==> src/sv/rssp_pkg.sv <==
// Types, codes and decode functions for the sensor packet parser.
// Used by every module of the block; depends on nothing.
package rssp_pkg;

  localparam int NumWords = 5;
  localparam int NumBytes = 4;
  localparam int AddrBits = 3;
  localparam int RegIndexBit = 2;

  typedef enum logic [1:0] {
    CMD_PACKET       = 2'd0,
    CMD_SET_RETURN   = 2'd1,
    CMD_CLEAR_RETURN = 2'd2
  } cmd_t;

  localparam logic CfgCleaningLimit = 1'b0;
  localparam logic CfgDockedLimit   = 1'b1;

  localparam logic signed [15:0] CleaningLimitReset = -16'sd400;
  localparam logic signed [15:0] DockedLimitReset   = -16'sd50;

  // staged word slots
  localparam logic [2:0] WordDistance = 3'd0;
  localparam logic [2:0] WordVoltage  = 3'd1;
  localparam logic [2:0] WordCurrent  = 3'd2;
  localparam logic [2:0] WordCharge   = 3'd3;
  localparam logic [2:0] WordCapacity = 3'd4;

  // staged byte slots
  localparam logic [1:0] ByteChargeState = 2'd0;
  localparam logic [1:0] ByteTemperature = 2'd1;
  localparam logic [1:0] ByteSources     = 2'd2;
  localparam logic [1:0] ByteMode        = 2'd3;

  localparam int FlagCleaning  = 0;
  localparam int FlagDocked    = 1;
  localparam int FlagReturning = 2;
  localparam logic [2:0] FlagsReturningMask = 3'b100;
  localparam logic [2:0] FlagsDockedOnly    = 3'b010;

  // element IDs
  localparam logic [7:0] IdGroup0       = 8'd0;
  localparam logic [7:0] IdGroup1       = 8'd1;
  localparam logic [7:0] IdBumpDrop     = 8'd7;
  localparam logic [7:0] IdVirtualWall  = 8'd13;
  localparam logic [7:0] IdAuxSkip      = 8'd128;
  localparam logic [7:0] IdDistance     = 8'd19;
  localparam logic [7:0] IdChargeState  = 8'd21;
  localparam logic [7:0] IdVoltage      = 8'd22;
  localparam logic [7:0] IdCurrent      = 8'd23;
  localparam logic [7:0] IdTemperature  = 8'd24;
  localparam logic [7:0] IdCharge       = 8'd25;
  localparam logic [7:0] IdCapacity     = 8'd26;
  localparam logic [7:0] IdSources      = 8'd34;
  localparam logic [7:0] IdMode         = 8'd35;

  localparam logic [4:0] LenGroup0 = 5'd26;
  localparam logic [4:0] LenGroup1 = 5'd10;
  localparam logic [4:0] LenWord   = 5'd2;
  localparam logic [4:0] LenByte   = 5'd1;
  localparam logic [4:0] LenNone   = 5'd0;

  typedef struct packed {
    logic       hit;
    logic [2:0] idx;
  } word_slot_t;

  typedef struct packed {
    logic       hit;
    logic [1:0] idx;
  } byte_slot_t;

  typedef struct packed {
    logic [1:0] command;
    logic [7:0] packet_byte;
    logic       last_byte;
  } item_t;

  typedef struct packed {
    logic signed [15:0] cleaning_limit;
    logic signed [15:0] docked_limit;
  } cfg_t;

  typedef struct packed {
    logic                          done;
    logic                          ok;
    logic [NumWords-1:0][15:0]     words;
    logic [NumBytes-1:0][7:0]      bytes;
  } parse_t;

  typedef struct packed {
    logic               accepted;
    logic signed [15:0] distance_mm;
    logic [7:0]         charge_state_code;
    logic [15:0]        voltage_mv;
    logic signed [15:0] current_ma;
    logic signed [15:0] charge_mah;
    logic [15:0]        capacity_mah;
    logic [7:0]         temperature;
    logic [7:0]         sources_available;
    logic [7:0]         interface_mode;
    logic [2:0]         activity_flags;
  } result_t;

  // payload length of an element, zero for an unknown ID
  function automatic logic [4:0] id_length(input logic [7:0] id);
    logic [4:0] len;
    case (id)
      IdGroup0: len = LenGroup0;
      IdGroup1: len = LenGroup1;
      IdBumpDrop, IdVirtualWall, IdAuxSkip: len = LenByte;
      IdDistance, IdVoltage, IdCurrent, IdCharge, IdCapacity: len = LenWord;
      IdChargeState, IdTemperature, IdSources, IdMode: len = LenByte;
      default: len = LenNone;
    endcase
    return len;
  endfunction

  function automatic word_slot_t word_slot(input logic [7:0] id);
    word_slot_t s;
    s.hit = 1'b1;
    case (id)
      IdDistance: s.idx = WordDistance;
      IdVoltage:  s.idx = WordVoltage;
      IdCurrent:  s.idx = WordCurrent;
      IdCharge:   s.idx = WordCharge;
      IdCapacity: s.idx = WordCapacity;
      default: begin
        s.hit = 1'b0;
        s.idx = WordDistance;
      end
    endcase
    return s;
  endfunction

  function automatic byte_slot_t byte_slot(input logic [7:0] id);
    byte_slot_t s;
    s.hit = 1'b1;
    case (id)
      IdChargeState: s.idx = ByteChargeState;
      IdTemperature: s.idx = ByteTemperature;
      IdSources:     s.idx = ByteSources;
      IdMode:        s.idx = ByteMode;
      default: begin
        s.hit = 1'b0;
        s.idx = ByteChargeState;
      end
    endcase
    return s;
  endfunction

endpackage

==> src/sv/rssp_if.sv <==
// Valid/ready channel interfaces for packet items and parse results.
// Depends on nothing; field widths follow rssp_pkg.
interface rssp_item_if;
  logic       valid;
  logic       ready;
  logic [1:0] command;
  logic [7:0] packet_byte;
  logic       last_byte;

  modport source(output valid, command, packet_byte, last_byte, input ready);
  modport sink(input valid, command, packet_byte, last_byte, output ready);
endinterface

interface rssp_result_if;
  logic               valid;
  logic               ready;
  logic               accepted;
  logic signed [15:0] distance_mm;
  logic [7:0]         charge_state_code;
  logic [15:0]        voltage_mv;
  logic signed [15:0] current_ma;
  logic signed [15:0] charge_mah;
  logic [15:0]        capacity_mah;
  logic [7:0]         temperature;
  logic [7:0]         sources_available;
  logic [7:0]         interface_mode;
  logic [2:0]         activity_flags;

  modport source(output valid, accepted, distance_mm, charge_state_code, voltage_mv,
                 current_ma, charge_mah, capacity_mah, temperature, sources_available,
                 interface_mode, activity_flags, input ready);
  modport sink(input valid, accepted, distance_mm, charge_state_code, voltage_mv,
               current_ma, charge_mah, capacity_mah, temperature, sources_available,
               interface_mode, activity_flags, output ready);
endinterface

==> src/sv/rssp_cfg_regs.sv <==
// APB-style register file holding the two current thresholds.
// Depends on rssp_pkg.
module rssp_cfg_regs (
  input  logic                          clk,
  input  logic                          rst,
  input  logic                          psel,
  input  logic                          penable,
  input  logic                          pwrite,
  input  logic [rssp_pkg::AddrBits-1:0] paddr,
  input  logic [31:0]                   pwdata,
  output logic [31:0]                   prdata,
  output logic                          pready,
  output rssp_pkg::cfg_t                cfg
);

  logic reg_sel;
  logic wr;

  assign pready  = 1'b1;
  assign reg_sel = paddr[rssp_pkg::RegIndexBit];
  assign wr      = psel && penable && pwrite;

  always_ff @(posedge clk) begin
    if (rst) begin
      cfg.cleaning_limit <= rssp_pkg::CleaningLimitReset;
      cfg.docked_limit   <= rssp_pkg::DockedLimitReset;
    end else if (wr) begin
      if (reg_sel == rssp_pkg::CfgCleaningLimit) begin
        cfg.cleaning_limit <= pwdata[15:0];
      end else begin
        cfg.docked_limit <= pwdata[15:0];
      end
    end
  end

  always_comb begin
    if (reg_sel == rssp_pkg::CfgCleaningLimit) begin
      prdata = {{16{cfg.cleaning_limit[15]}}, cfg.cleaning_limit};
    end else begin
      prdata = {{16{cfg.docked_limit[15]}}, cfg.docked_limit};
    end
  end

endmodule

==> src/sv/rssp_parser.sv <==
// Element walker: tracks ID and payload position, stages captured fields.
// Depends on rssp_pkg.
module rssp_parser (
  input  logic             clk,
  input  logic             rst,
  input  logic             step,
  input  logic [7:0]       packet_byte,
  input  logic             last_byte,
  output rssp_pkg::parse_t parse
);

  logic                                   expect_id, expect_id_next;
  logic [7:0]                             element_id, element_id_next;
  logic [4:0]                             bytes_left, bytes_left_next;
  logic [7:0]                             high_byte_latch, high_byte_latch_next;
  logic                                   packet_failed, packet_failed_next;
  logic [rssp_pkg::NumWords-1:0][15:0]    staged_words, staged_words_next;
  logic [rssp_pkg::NumBytes-1:0][7:0]     staged_bytes, staged_bytes_next;

  rssp_pkg::word_slot_t ws;
  rssp_pkg::byte_slot_t bs;
  logic [4:0]           len;
  logic [4:0]           left_dec;

  always_comb begin
    ws       = rssp_pkg::word_slot(element_id);
    bs       = rssp_pkg::byte_slot(element_id);
    len      = rssp_pkg::id_length(packet_byte);
    left_dec = (bytes_left != 5'd0) ? bytes_left - 5'd1 : 5'd0;

    expect_id_next       = expect_id;
    element_id_next      = element_id;
    bytes_left_next      = bytes_left;
    high_byte_latch_next = high_byte_latch;
    packet_failed_next   = packet_failed;
    staged_words_next    = staged_words;
    staged_bytes_next    = staged_bytes;

    if (!packet_failed) begin
      if (expect_id) begin
        if (len == rssp_pkg::LenNone) begin
          packet_failed_next = 1'b1;
        end else begin
          element_id_next = packet_byte;
          bytes_left_next = len;
          expect_id_next  = 1'b0;
        end
      end else begin
        if (ws.hit) begin
          if (bytes_left == rssp_pkg::LenWord) begin
            high_byte_latch_next = packet_byte;
          end else begin
            staged_words_next[ws.idx] = {high_byte_latch, packet_byte};
          end
        end else if (bs.hit) begin
          staged_bytes_next[bs.idx] = packet_byte;
        end
        bytes_left_next = left_dec;
        if (left_dec == 5'd0) begin
          expect_id_next = 1'b1;
        end
      end
    end

    parse.done  = step && last_byte;
    parse.ok    = !packet_failed_next && expect_id_next &&
                  (staged_bytes_next[rssp_pkg::ByteTemperature] != 8'd0);
    parse.words = staged_words_next;
    parse.bytes = staged_bytes_next;
  end

  // last byte ends the packet: back to packet-start state
  always_ff @(posedge clk) begin
    if (rst || (step && last_byte)) begin
      expect_id       <= 1'b1;
      element_id      <= 8'd0;
      bytes_left      <= 5'd0;
      high_byte_latch <= 8'd0;
      packet_failed   <= 1'b0;
      staged_words    <= '0;
      staged_bytes    <= '0;
    end else if (step) begin
      expect_id       <= expect_id_next;
      element_id      <= element_id_next;
      bytes_left      <= bytes_left_next;
      high_byte_latch <= high_byte_latch_next;
      packet_failed   <= packet_failed_next;
      staged_words    <= staged_words_next;
      staged_bytes    <= staged_bytes_next;
    end
  end

endmodule

==> src/sv/rssp_out_buf.sv <==
// Two-entry result buffer (output register plus skid) driving the result channel.
// Depends on rssp_pkg and rssp_if.
module rssp_out_buf (
  input  logic              clk,
  input  logic              rst,
  input  logic              push,
  input  rssp_pkg::result_t push_data,
  output logic              push_ready,
  rssp_result_if.source     result
);

  logic              main_valid;
  logic              skid_valid;
  rssp_pkg::result_t main_data;
  rssp_pkg::result_t skid_data;
  logic              drain;

  assign push_ready = !skid_valid;
  assign drain      = main_valid && result.ready;

  always_ff @(posedge clk) begin
    if (rst) begin
      main_valid <= 1'b0;
      skid_valid <= 1'b0;
    end else if (!main_valid || drain) begin
      if (skid_valid) begin
        main_valid <= 1'b1;
        main_data  <= skid_data;
        skid_valid <= 1'b0;
      end else begin
        main_valid <= push;
        main_data  <= push_data;
      end
    end else if (push) begin
      skid_valid <= 1'b1;
      skid_data  <= push_data;
    end
  end

  assign result.valid             = main_valid;
  assign result.accepted          = main_data.accepted;
  assign result.distance_mm       = main_data.distance_mm;
  assign result.charge_state_code = main_data.charge_state_code;
  assign result.voltage_mv        = main_data.voltage_mv;
  assign result.current_ma        = main_data.current_ma;
  assign result.charge_mah        = main_data.charge_mah;
  assign result.capacity_mah      = main_data.capacity_mah;
  assign result.temperature       = main_data.temperature;
  assign result.sources_available = main_data.sources_available;
  assign result.interface_mode    = main_data.interface_mode;
  assign result.activity_flags    = main_data.activity_flags;

endmodule

==> src/sv/robot_sensor_packet_parser.sv <==
// Sensor-stream packet parser: top level with input stage, commit and flag logic.
// Depends on rssp_pkg, rssp_if, rssp_cfg_regs, rssp_parser and rssp_out_buf.
//
// Usage:
//   item channel: one transfer per packet byte (command 0) or host command
//   (1 sets, 2 clears the returning flag). last_byte marks the packet end.
//   result channel: one transfer per packet, on its last byte, carrying the
//   committed fields, activity flags and whether the packet was accepted.
//   APB port: threshold registers at 0x0 (cleaning) and 0x4 (docked);
//   write only while no item is in flight.
// Timing: an item is captured in the input register, then parsed and
//   committed while held there; its result is registered in the result
//   buffer and then shown on the result channel. The single input register
//   feeding the parse logic sets the rate: one item per cycle until a stall.
// Reset: parse state, committed fields and flags clear; thresholds return
//   to -400 mA and -50 mA. No clearing pass.
// Stall: results queue in a two-entry buffer; while both entries hold a
//   result, a held input item stops advancing and item ready drops.
module robot_sensor_packet_parser (
  input  logic                          clk,
  input  logic                          rst,
  rssp_item_if.sink                     item,
  rssp_result_if.source                 result,
  input  logic                          psel,
  input  logic                          penable,
  input  logic                          pwrite,
  input  logic [rssp_pkg::AddrBits-1:0] paddr,
  input  logic [31:0]                   pwdata,
  output logic [31:0]                   prdata,
  output logic                          pready
);

  rssp_pkg::cfg_t    cfg;
  rssp_pkg::parse_t  parse;
  rssp_pkg::item_t   inq;
  rssp_pkg::result_t push_data;
  logic              inq_valid;
  logic              advance;
  logic              push_ready;
  logic              step;
  logic              commit;
  logic signed [15:0] cur;

  logic [rssp_pkg::NumWords-1:0][15:0] committed_words, committed_words_next;
  logic [rssp_pkg::NumBytes-1:0][7:0]  committed_bytes, committed_bytes_next;
  logic [2:0]                          flags, flags_next;

  rssp_cfg_regs u_cfg (
    .clk     (clk),
    .rst     (rst),
    .psel    (psel),
    .penable (penable),
    .pwrite  (pwrite),
    .paddr   (paddr),
    .pwdata  (pwdata),
    .prdata  (prdata),
    .pready  (pready),
    .cfg     (cfg)
  );

  // input stage
  assign advance    = inq_valid && push_ready;
  assign item.ready = !inq_valid || advance;

  always_ff @(posedge clk) begin
    if (rst) begin
      inq_valid <= 1'b0;
    end else if (item.ready) begin
      inq_valid <= item.valid;
    end
  end

  always_ff @(posedge clk) begin
    if (item.valid && item.ready) begin
      inq.command     <= item.command;
      inq.packet_byte <= item.packet_byte;
      inq.last_byte   <= item.last_byte;
    end
  end

  assign step = advance && (inq.command == rssp_pkg::CMD_PACKET);

  rssp_parser u_parser (
    .clk         (clk),
    .rst         (rst),
    .step        (step),
    .packet_byte (inq.packet_byte),
    .last_byte   (inq.last_byte),
    .parse       (parse)
  );

  assign commit = parse.done && parse.ok;
  assign cur    = parse.words[rssp_pkg::WordCurrent];

  always_comb begin
    committed_words_next = committed_words;
    committed_bytes_next = committed_bytes;
    flags_next           = flags;
    if (advance) begin
      case (inq.command)
        rssp_pkg::CMD_SET_RETURN:   flags_next[rssp_pkg::FlagReturning] = 1'b1;
        rssp_pkg::CMD_CLEAR_RETURN: flags_next[rssp_pkg::FlagReturning] = 1'b0;
        rssp_pkg::CMD_PACKET: begin
          if (commit) begin
            committed_words_next = parse.words;
            committed_bytes_next = parse.bytes;
            flags_next           = flags & rssp_pkg::FlagsReturningMask;
            if (cur < cfg.cleaning_limit) begin
              flags_next[rssp_pkg::FlagCleaning] = 1'b1;
            end else if (cur > cfg.docked_limit) begin
              // docking ends a return trip
              flags_next = rssp_pkg::FlagsDockedOnly;
            end
          end
        end
        default: ;
      endcase
    end
  end

  always_ff @(posedge clk) begin
    if (rst) begin
      committed_words <= '0;
      committed_bytes <= '0;
      flags           <= 3'd0;
    end else begin
      committed_words <= committed_words_next;
      committed_bytes <= committed_bytes_next;
      flags           <= flags_next;
    end
  end

  always_comb begin
    push_data.accepted          = parse.ok;
    push_data.distance_mm       = committed_words_next[rssp_pkg::WordDistance];
    push_data.charge_state_code = committed_bytes_next[rssp_pkg::ByteChargeState];
    push_data.voltage_mv        = committed_words_next[rssp_pkg::WordVoltage];
    push_data.current_ma        = committed_words_next[rssp_pkg::WordCurrent];
    push_data.charge_mah        = committed_words_next[rssp_pkg::WordCharge];
    push_data.capacity_mah      = committed_words_next[rssp_pkg::WordCapacity];
    push_data.temperature       = committed_bytes_next[rssp_pkg::ByteTemperature];
    push_data.sources_available = committed_bytes_next[rssp_pkg::ByteSources];
    push_data.interface_mode    = committed_bytes_next[rssp_pkg::ByteMode];
    push_data.activity_flags    = flags_next;
  end

  rssp_out_buf u_out (
    .clk        (clk),
    .rst        (rst),
    .push       (parse.done),
    .push_data  (push_data),
    .push_ready (push_ready),
    .result     (result)
  );

`ifndef NO_ASSERTIONS
  a_flags_exclusive: assert property (@(posedge clk) disable iff (rst)
    !(flags[rssp_pkg::FlagCleaning] && flags[rssp_pkg::FlagDocked]))
    else $error("cleaning and docked set together");

  a_dock_clears_return: assert property (@(posedge clk) disable iff (rst)
    commit |=> !(flags[rssp_pkg::FlagDocked] && flags[rssp_pkg::FlagReturning]))
    else $error("docked commit left returning set");

  a_accept_temp: assert property (@(posedge clk) disable iff (rst)
    result.valid && result.accepted |-> result.temperature != 8'd0)
    else $error("accepted result with zero temperature");

  a_inq_hold: assert property (@(posedge clk) disable iff (rst)
    inq_valid && !advance |=> inq_valid && $stable(inq))
    else $error("input register lost a stalled item");
`endif

endmodule
==> src/flat_wrapper.sv <==
// flat-port wrapper written by rule: the top's interface ports become plain ports
module robot_sensor_packet_parser_flat 
  (clk, rst, psel, penable, pwrite, paddr, pwdata, prdata, pready, item_valid, item_command, item_packet_byte, item_last_byte, item_ready, result_valid, result_accepted, result_distance_mm, result_charge_state_code, result_voltage_mv, result_current_ma, result_charge_mah, result_capacity_mah, result_temperature, result_sources_available, result_interface_mode, result_activity_flags, result_ready);
  rssp_item_if item_i ();
  rssp_result_if result_i ();
  input  logic clk;
  input  logic rst;
  input  logic psel;
  input  logic penable;
  input  logic pwrite;
  input  logic [rssp_pkg::AddrBits-1:0] paddr;
  input  logic [31:0] pwdata;
  output logic [31:0] prdata;
  output logic pready;
  input wire logic [$bits(item_i.valid)-1:0] item_valid;
  input wire logic [$bits(item_i.command)-1:0] item_command;
  input wire logic [$bits(item_i.packet_byte)-1:0] item_packet_byte;
  input wire logic [$bits(item_i.last_byte)-1:0] item_last_byte;
  output wire logic [$bits(item_i.ready)-1:0] item_ready;
  output wire logic [$bits(result_i.valid)-1:0] result_valid;
  output wire logic [$bits(result_i.accepted)-1:0] result_accepted;
  output wire logic [$bits(result_i.distance_mm)-1:0] result_distance_mm;
  output wire logic [$bits(result_i.charge_state_code)-1:0] result_charge_state_code;
  output wire logic [$bits(result_i.voltage_mv)-1:0] result_voltage_mv;
  output wire logic [$bits(result_i.current_ma)-1:0] result_current_ma;
  output wire logic [$bits(result_i.charge_mah)-1:0] result_charge_mah;
  output wire logic [$bits(result_i.capacity_mah)-1:0] result_capacity_mah;
  output wire logic [$bits(result_i.temperature)-1:0] result_temperature;
  output wire logic [$bits(result_i.sources_available)-1:0] result_sources_available;
  output wire logic [$bits(result_i.interface_mode)-1:0] result_interface_mode;
  output wire logic [$bits(result_i.activity_flags)-1:0] result_activity_flags;
  input wire logic [$bits(result_i.ready)-1:0] result_ready;
  assign item_i.valid = item_valid;
  assign item_i.command = item_command;
  assign item_i.packet_byte = item_packet_byte;
  assign item_i.last_byte = item_last_byte;
  assign item_ready = item_i.ready;
  assign result_valid = result_i.valid;
  assign result_accepted = result_i.accepted;
  assign result_distance_mm = result_i.distance_mm;
  assign result_charge_state_code = result_i.charge_state_code;
  assign result_voltage_mv = result_i.voltage_mv;
  assign result_current_ma = result_i.current_ma;
  assign result_charge_mah = result_i.charge_mah;
  assign result_capacity_mah = result_i.capacity_mah;
  assign result_temperature = result_i.temperature;
  assign result_sources_available = result_i.sources_available;
  assign result_interface_mode = result_i.interface_mode;
  assign result_activity_flags = result_i.activity_flags;
  assign result_i.ready = result_ready;
  robot_sensor_packet_parser u_core (.clk(clk), .rst(rst), .item(item_i), .result(result_i), .psel(psel), .penable(penable), .pwrite(pwrite), .paddr(paddr), .pwdata(pwdata), .prdata(prdata), .pready(pready));
endmodule
==> config.mk <==
export PLATFORM = sky130hd
export DESIGN_NAME = robot_sensor_packet_parser_flat
export DESIGN_NICKNAME = d
export VERILOG_FILES = /design/src/sv/rssp_pkg.sv /design/src/sv/rssp_if.sv /design/src/sv/rssp_cfg_regs.sv /design/src/sv/rssp_parser.sv /design/src/sv/rssp_out_buf.sv /design/src/sv/robot_sensor_packet_parser.sv /design/src/flat_wrapper.sv
export SDC_FILE = /design/constraint.sdc
export NUM_CORES = 1
export LEC_CHECK = 0
export BUFFER_PORTS_ARGS = -buffer_cell sky130_fd_sc_hd__buf_2
export CORE_MARGIN = 2
export CORE_UTILIZATION = 55
export CTS_BUF_LIST = sky130_fd_sc_hd__clkbuf_16
export DETAILED_ROUTE_END_ITERATION = 8
export PLACE_DENSITY = 0.75
export RECOVER_POWER = 100
export SLEW_MARGIN = 5
export SYNTH_ARGS = -nofsm -noshare
export SYNTH_HDL_FRONTEND = slang
export SYNTH_SLANG_ARGS = --single-unit
export TNS_END_PERCENT = 100
==> constraint.sdc <==
create_clock -name clk -period 19.85 [get_ports clk]
set_input_delay 2.9775 -clock clk [delete_from_list [all_inputs] [get_ports clk]]
set_output_delay 2.9775 -clock clk [all_outputs]
set_load 0.01 [all_outputs]
# After elaboration in Yosys (flattened, before gate mapping)
# Index checks and enable logic that the tools add are counted.
[op_classes]
eq_ne = 26
bitwise_logic = 6
n_reduce_logical = 37
magnitude_cmp = 6
n_addsub = 1
muxes = 44
[op_table]
columns = ["operator", "count"]
rows = [
  ["2-to-1 mux 80 bit", 7],
  ["2-to-1 mux 32 bit", 8],
  ["2-to-1 mux 116 bit", 1],
  ["equality test 8 x 5 -> 1 bit (second input constant)", 14],
  ["bitwise mux 80 bit", 1],
  ["demux 16 bit (select 3 bit)", 1],
  ["bitwise mux 32 bit", 1],
  ["equality test 8 x 6 -> 1 bit (second input constant)", 4],
  ["one-hot mux 5 bit (4 select lines)", 1],
  ["demux 8 bit (select 2 bit)", 1],
  ["greater-than comparator 16 bit", 1],
  ["less-than comparator 16 bit", 1],
  ["2-to-1 mux 16 bit", 1],
  ["2-to-1 mux 5 bit", 3],
  ["logical AND 1 bit", 12],
  ["one-hot mux 3 bit (4 select lines)", 1],
  ["logical NOT 5 bit", 2],
  ["2-to-1 mux 1 bit", 10],
  ["OR reduction 5 bit", 2],
  ["2-to-1 mux 3 bit", 3],
  ["equality test 8 x 1 -> 1 bit (second input constant)", 1],
  ["equality test 8 x 3 -> 1 bit (second input constant)", 1],
  ["equality test 8 x 4 -> 1 bit (second input constant)", 1],
  ["equality test 8 bit (second input constant)", 1],
  ["27 further kinds", 41],
]
[totals]
input_bits = 53
regBits = 528
out_inout_bits = 151

# Logic depth before layout (Yosys ltp)
[logic_depth]
ltp_word = 18
depth_mapped = 14
ltp_nobuf = 12

# Hierarchy
# From an unflattened synthesis, not the netlist that was laid out.
[hier_totals]
cells_unflattened = 1837
hier_area_um2 = 22542.9
[modules_own_cells]
columns = ["module", "instances", "seq_area_each_um2", "cells_each", "area_per_inst_um2"]
rows = [
  ["rssp_out_buf", 1, 7006.7, 370, 8508.2],
  ["rssp_parser", 1, 2702.6, 790, 6705.2],
  ["robot_sensor_packet_parser", 1, 2652.5, 509, 5694.2],
  ["rssp_cfg_regs", 1, 640.6, 168, 1635.3],
]

# Worst setup path before layout
# No wires, ideal clock.
[synth_timing]
kind = "input to register"
start = "input port rst"
end = "register u_core.u_out.skid_data[0] (netlist bit), enable pin"
path_stages = 3
slack_ps = 7314
t_required_ps = 19093
path_buffers = 2
arrival_time_ps = 11779
setup_time_ps = 757
cell_sequence = "clkbuf_1 clkbuf_1 nor3b_1"
[synth_via]
elab_chain_len = 2
[synth_rtl]
columns = ["item", "line_no", "rtl"]
rows = [
  ["start: declaration", "flat_wrapper.sv:7", "input logic rst;"],
  ["NOT 1 bit (no source line)", "-", ""],
  ["AND reduction 3 bit (no source line)", "-", ""],
  ["end signal: assignment", "rssp_out_buf.sv:36", "skid_data <= push_data;"],
  ["end: declaration", "rssp_out_buf.sv:15", "rssp_pkg::result_t skid_data;"],
]
# No other way between the ends.
# A chain may end at the register's enable or synchronous reset.

# Worst setup path in the final report
[layout_timing]
start = "input port rst"
end = "register u_core.u_out.main_data (netlist bit u_core.u_out.result.distance_mm[13]), enable pin"
[layout_via]
elab_chain_len = 2
[layout_rtl]
columns = ["item", "line_no", "rtl"]
rows = [
  ["NOT 1 bit (no source line)", "-", ""],
  ["AND reduction 2 bit (no source line)", "-", ""],
  ["end signal: assignment", "rssp_out_buf.sv:28", "main_data <= skid_data;"],
  ["end signal: assignment", "rssp_out_buf.sv:32", "main_data <= push_data;"],
  ["end: declaration", "rssp_out_buf.sv:14", "rssp_pkg::result_t main_data;"],
]
# No other way between the ends.

==> flow_metrics.tcl <==
set metrics [dict create \
    detail-route-antenna-nets 0 \
    fp.dieW_um 206 \
    finalHoldViolCount 0 \
    crit_slowest_cell "clkbuf_1" \
    synth_nets 2159 \
    cp_max_fo 73 \
    port_buffers 184 \
    worstPathCellList "clkbuf_1, inv_1, and2_0, clkbuf_1" \
    antenna_cells 0 \
    max_stage_delay_ns 2.76 \
    status "finished, violations left" \
    grt_use_met2_pct 39.3 \
    async_flop_share_pct 0 \
    drc 0 \
    crit_family "buffers and inverters" \
    cts_hold_buf 0 \
    via_per_inst 5.54 \
    use_met1_pct 30.3 \
    hp-class "reg2reg" \
    ys_ff_latch 528 \
    cap_violations 12 \
    die_h_um 206 \
    track_usage_pct 23.3 \
    cp-end-kind "register" \
    clock-root-buffer "clkbuf_16" \
    criticalPathCategory "in2reg" \
    grt_first_pass_wirelength_um 77800 \
    setup_tns_ns 0 \
    totalWireLength_um 48900 \
    coreArea_um2 40000 \
    finalSetupViolCount 0 \
    cts_resized 0 \
    synth_flop_cell "dfxtp_1" \
    cts_tree "built" \
    fin_crit_sh_pct 50.7 \
    cts_buffers 50 \
    drtPass1Iterations 5 \
    globalRouteMet3Util_pct 4.01 \
    gp_congestion 0.837 \
    wl_per_cell_um 17.9 \
    syn_avg_cell_area_um2 10.8 \
    io_pins 204 \
    crit_path_start_kind "input port" \
    synth_top_area_cell "edfxtp_1" \
    dieArea_um2 42400 \
    grt_max_degree 123 \
    synth_area_leaders "edfxtp_1 33%, dfxtp_1 25%, mux2i_1 8.2%" \
    dr_total_vias 15200 \
    synth_edf_count 243 \
    fp-row-count 73 \
    period_needed_ns 10.07 \
    yosysSeqAreaShare_pct 58.0 \
    critical_path_required_ns 19.95 \
    cts_num_sinks 528 \
    ys_types 76 \
    post-cts-setup-buffers 0 \
    yosysWarnings 0 \
    yosysMostFrequentCell "dfxtp_1" \
    area_delta_synth_final_pct 11.1 \
    first_iter_violations 877 \
    synthesis.area_um2 22400 \
    leakage_nw 11.0 \
    failed_checks "capacitance limit, slew limit" \
    worst-path-buf-inv 3 \
    placed_area_um2 23400 \
    drive_gt1_share_pct 11.5 \
    htreeDepth 2 \
    tightest_slew_ns 4.07 \
    synth_top_area_share_pct 32.6 \
    fin_nets 2255 \
    clock_latency_ns 0.60 \
    arrival_ns 10.17 \
    ir_drop_v 0.0000658 \
    top_usage_layer "met2" \
    place_hpwl_um 29900 \
    clk_pin_slew_ns 0.06 \
    grt.overflow.total 0 \
    fin_area_um2 24900 \
    cts_buffer_depth 3 \
    slew_violations 715 \
    fmax_ghz 0.0993 \
    slew_headroom_pct -171 \
    synthCells 2073 \
    cp_common_cell "clkbuf_1" \
    antenna_found_initial 0 \
    grt_pass1_vias 14800 \
    start_util_pct 56.0 \
    r2r_slack_ns 9.97 \
    powerDensity_nw_per_um2 90.4 \
    rsz0062_at_grt "false" \
    synthTopCellsByCount "285 x dfxtp_1, 243 x edfxtp_1, 235 x nand2_1, 220 x nor2_1, 183 x mux2i_1" \
    skew_ns 0.0197 \
]
[cell usage in the layout (no fill, tap or decap), types with 34 or more instances in the layout]
cell / Yosys / layout
nor2_1: 220 / 220
clkbuf_16: 0 / 53
inv_1: 138 / 151
edfxtp_1: 243 / 243
a21oi_1: 58 / 58
dfxtp_1: 285 / 285
clkbuf_1: 112 / 157
o21ai_0: 103 / 144
a31oi_1: 28 / 37
mux2_2: 114 / 113
mux2i_1: 183 / 183
nand2_1: 235 / 235
buf_2: 13 / 34
[logic make-up (layout without fill, tap and decap cells)]
group	count (synthesis)	after routing	share of synthesized area (%)
adder cells (fa/ha/maj)	33	33	1.84
other	1	1	0.0167
flip-flops	528	528	58.0
XOR/XNOR	3	3	0.117
multiplexers	297	297	13.9
AND/OR/NAND/NOR	602	602	12.0
AO/OA/AOI/OAI	309	309	8.29
buffers and inverters	300	438	5.77
[sequential cells by signal, summed over array words and instances, names as in the netlist, 3 cells and up]
name                                   count
u_core.u_cfg.cfg                          32
u_core.inq                                11
u_core.u_out.result.voltage_mv            16
u_core.u_parser.element_id                 8
u_core.u_out.result.distance_mm           16
u_core.u_parser.high_byte_latch            8
u_core.u_parser.staged_words              80
u_core.u_out.result.sources_available      8
u_core.u_out.result.interface_mode         8
u_core.u_out.result.activity_flags         3
u_core.flags                               3
u_core.u_out.result.capacity_mah          16
u_core.u_out.result.charge_mah            16
u_core.u_out.skid_data                   116
u_core.u_parser.bytes_left                 5
u_core.u_out.result.current_ma            16
u_core.committed_bytes                    32
u_core.u_out.result.temperature            8
u_core.u_parser.staged_bytes              32
u_core.committed_words                    80
u_core.u_out.result.charge_state_code      8
[where the power goes]
part / internal [mW] / total [mW] / switching (mW)
Clock: 0.614 / 1.02 / 0.408
Sequential: 1.15 / 1.15 / 0.00567
Combinational: 0.0202 / 0.0750 / 0.0549
Total: 1.78 / 2.25 / 0.468
[per-layer routing]
layer / wire length, um / part of all wire [%] / vias up
met5: 0 / 0 / -
met4: 1610 / 3.3 / 0
met3: 2540 / 5.2 / 104
met2: 23600 / 48 / 407
met1: 21100 / 43 / 7306
li1: - / - / 7346
[cell type report]
cell class,count,area [um^2]
Multi-Input combinational cell,1245,8060
Fill cell,3208,15100
Sequential cell,528,13000
Inverter,138,518
Timing Repair Buffer,206,872
Clock buffer,53,1330
Clock inverter,41,453
Tap cell,525,657
[worst reg2reg max path, cell delays in order (launching register included)]
cell and delay (ns):
dfxtp_1 2.37, nor4b_4 0.10, clkbuf_1 0.63, and2_0 0.41
nand3_1 1.93, clkbuf_1 3.05, mux2i_1 0.55, o21ai_0 0.59
[metrics by stage]
step / hold WS [ns] / setup WS (ns) / util, % / std cells / power (mW)
after CTS: 0.453 / 12.17 / 63.0 / 2736 / 2.27
after floorplan: 0.429 / 7.31 / - / 2073 / 1.22
after global placement: 0.435 / 12.39 / 58.6 / 2642 / 1.25
final: 0.452 / 9.78 / 62.2 / 2736 / 2.25
after global routing: 0.473 / 8.89 / 62.2 / 2736 / 2.32
after detailed placement: 0.444 / 12.22 / 58.6 / 2642 / 1.25
[path summary, 6_finish.rpt]
kind,from,end,cells past startpoint
min,u_core.u_parser.staged_bytes[20],u_core.u_parser.staged_bytes[20],2
min reg2reg,u_core.u_parser.staged_bytes[20],u_core.u_parser.staged_bytes[20],2
max,rst,u_core.u_out.result.distance_mm[13],4
max reg2reg,u_core.u_out.skid_valid,u_core.u_out.result.current_ma[2],7
Note: power is estimated with default switching activity, not from simulation.
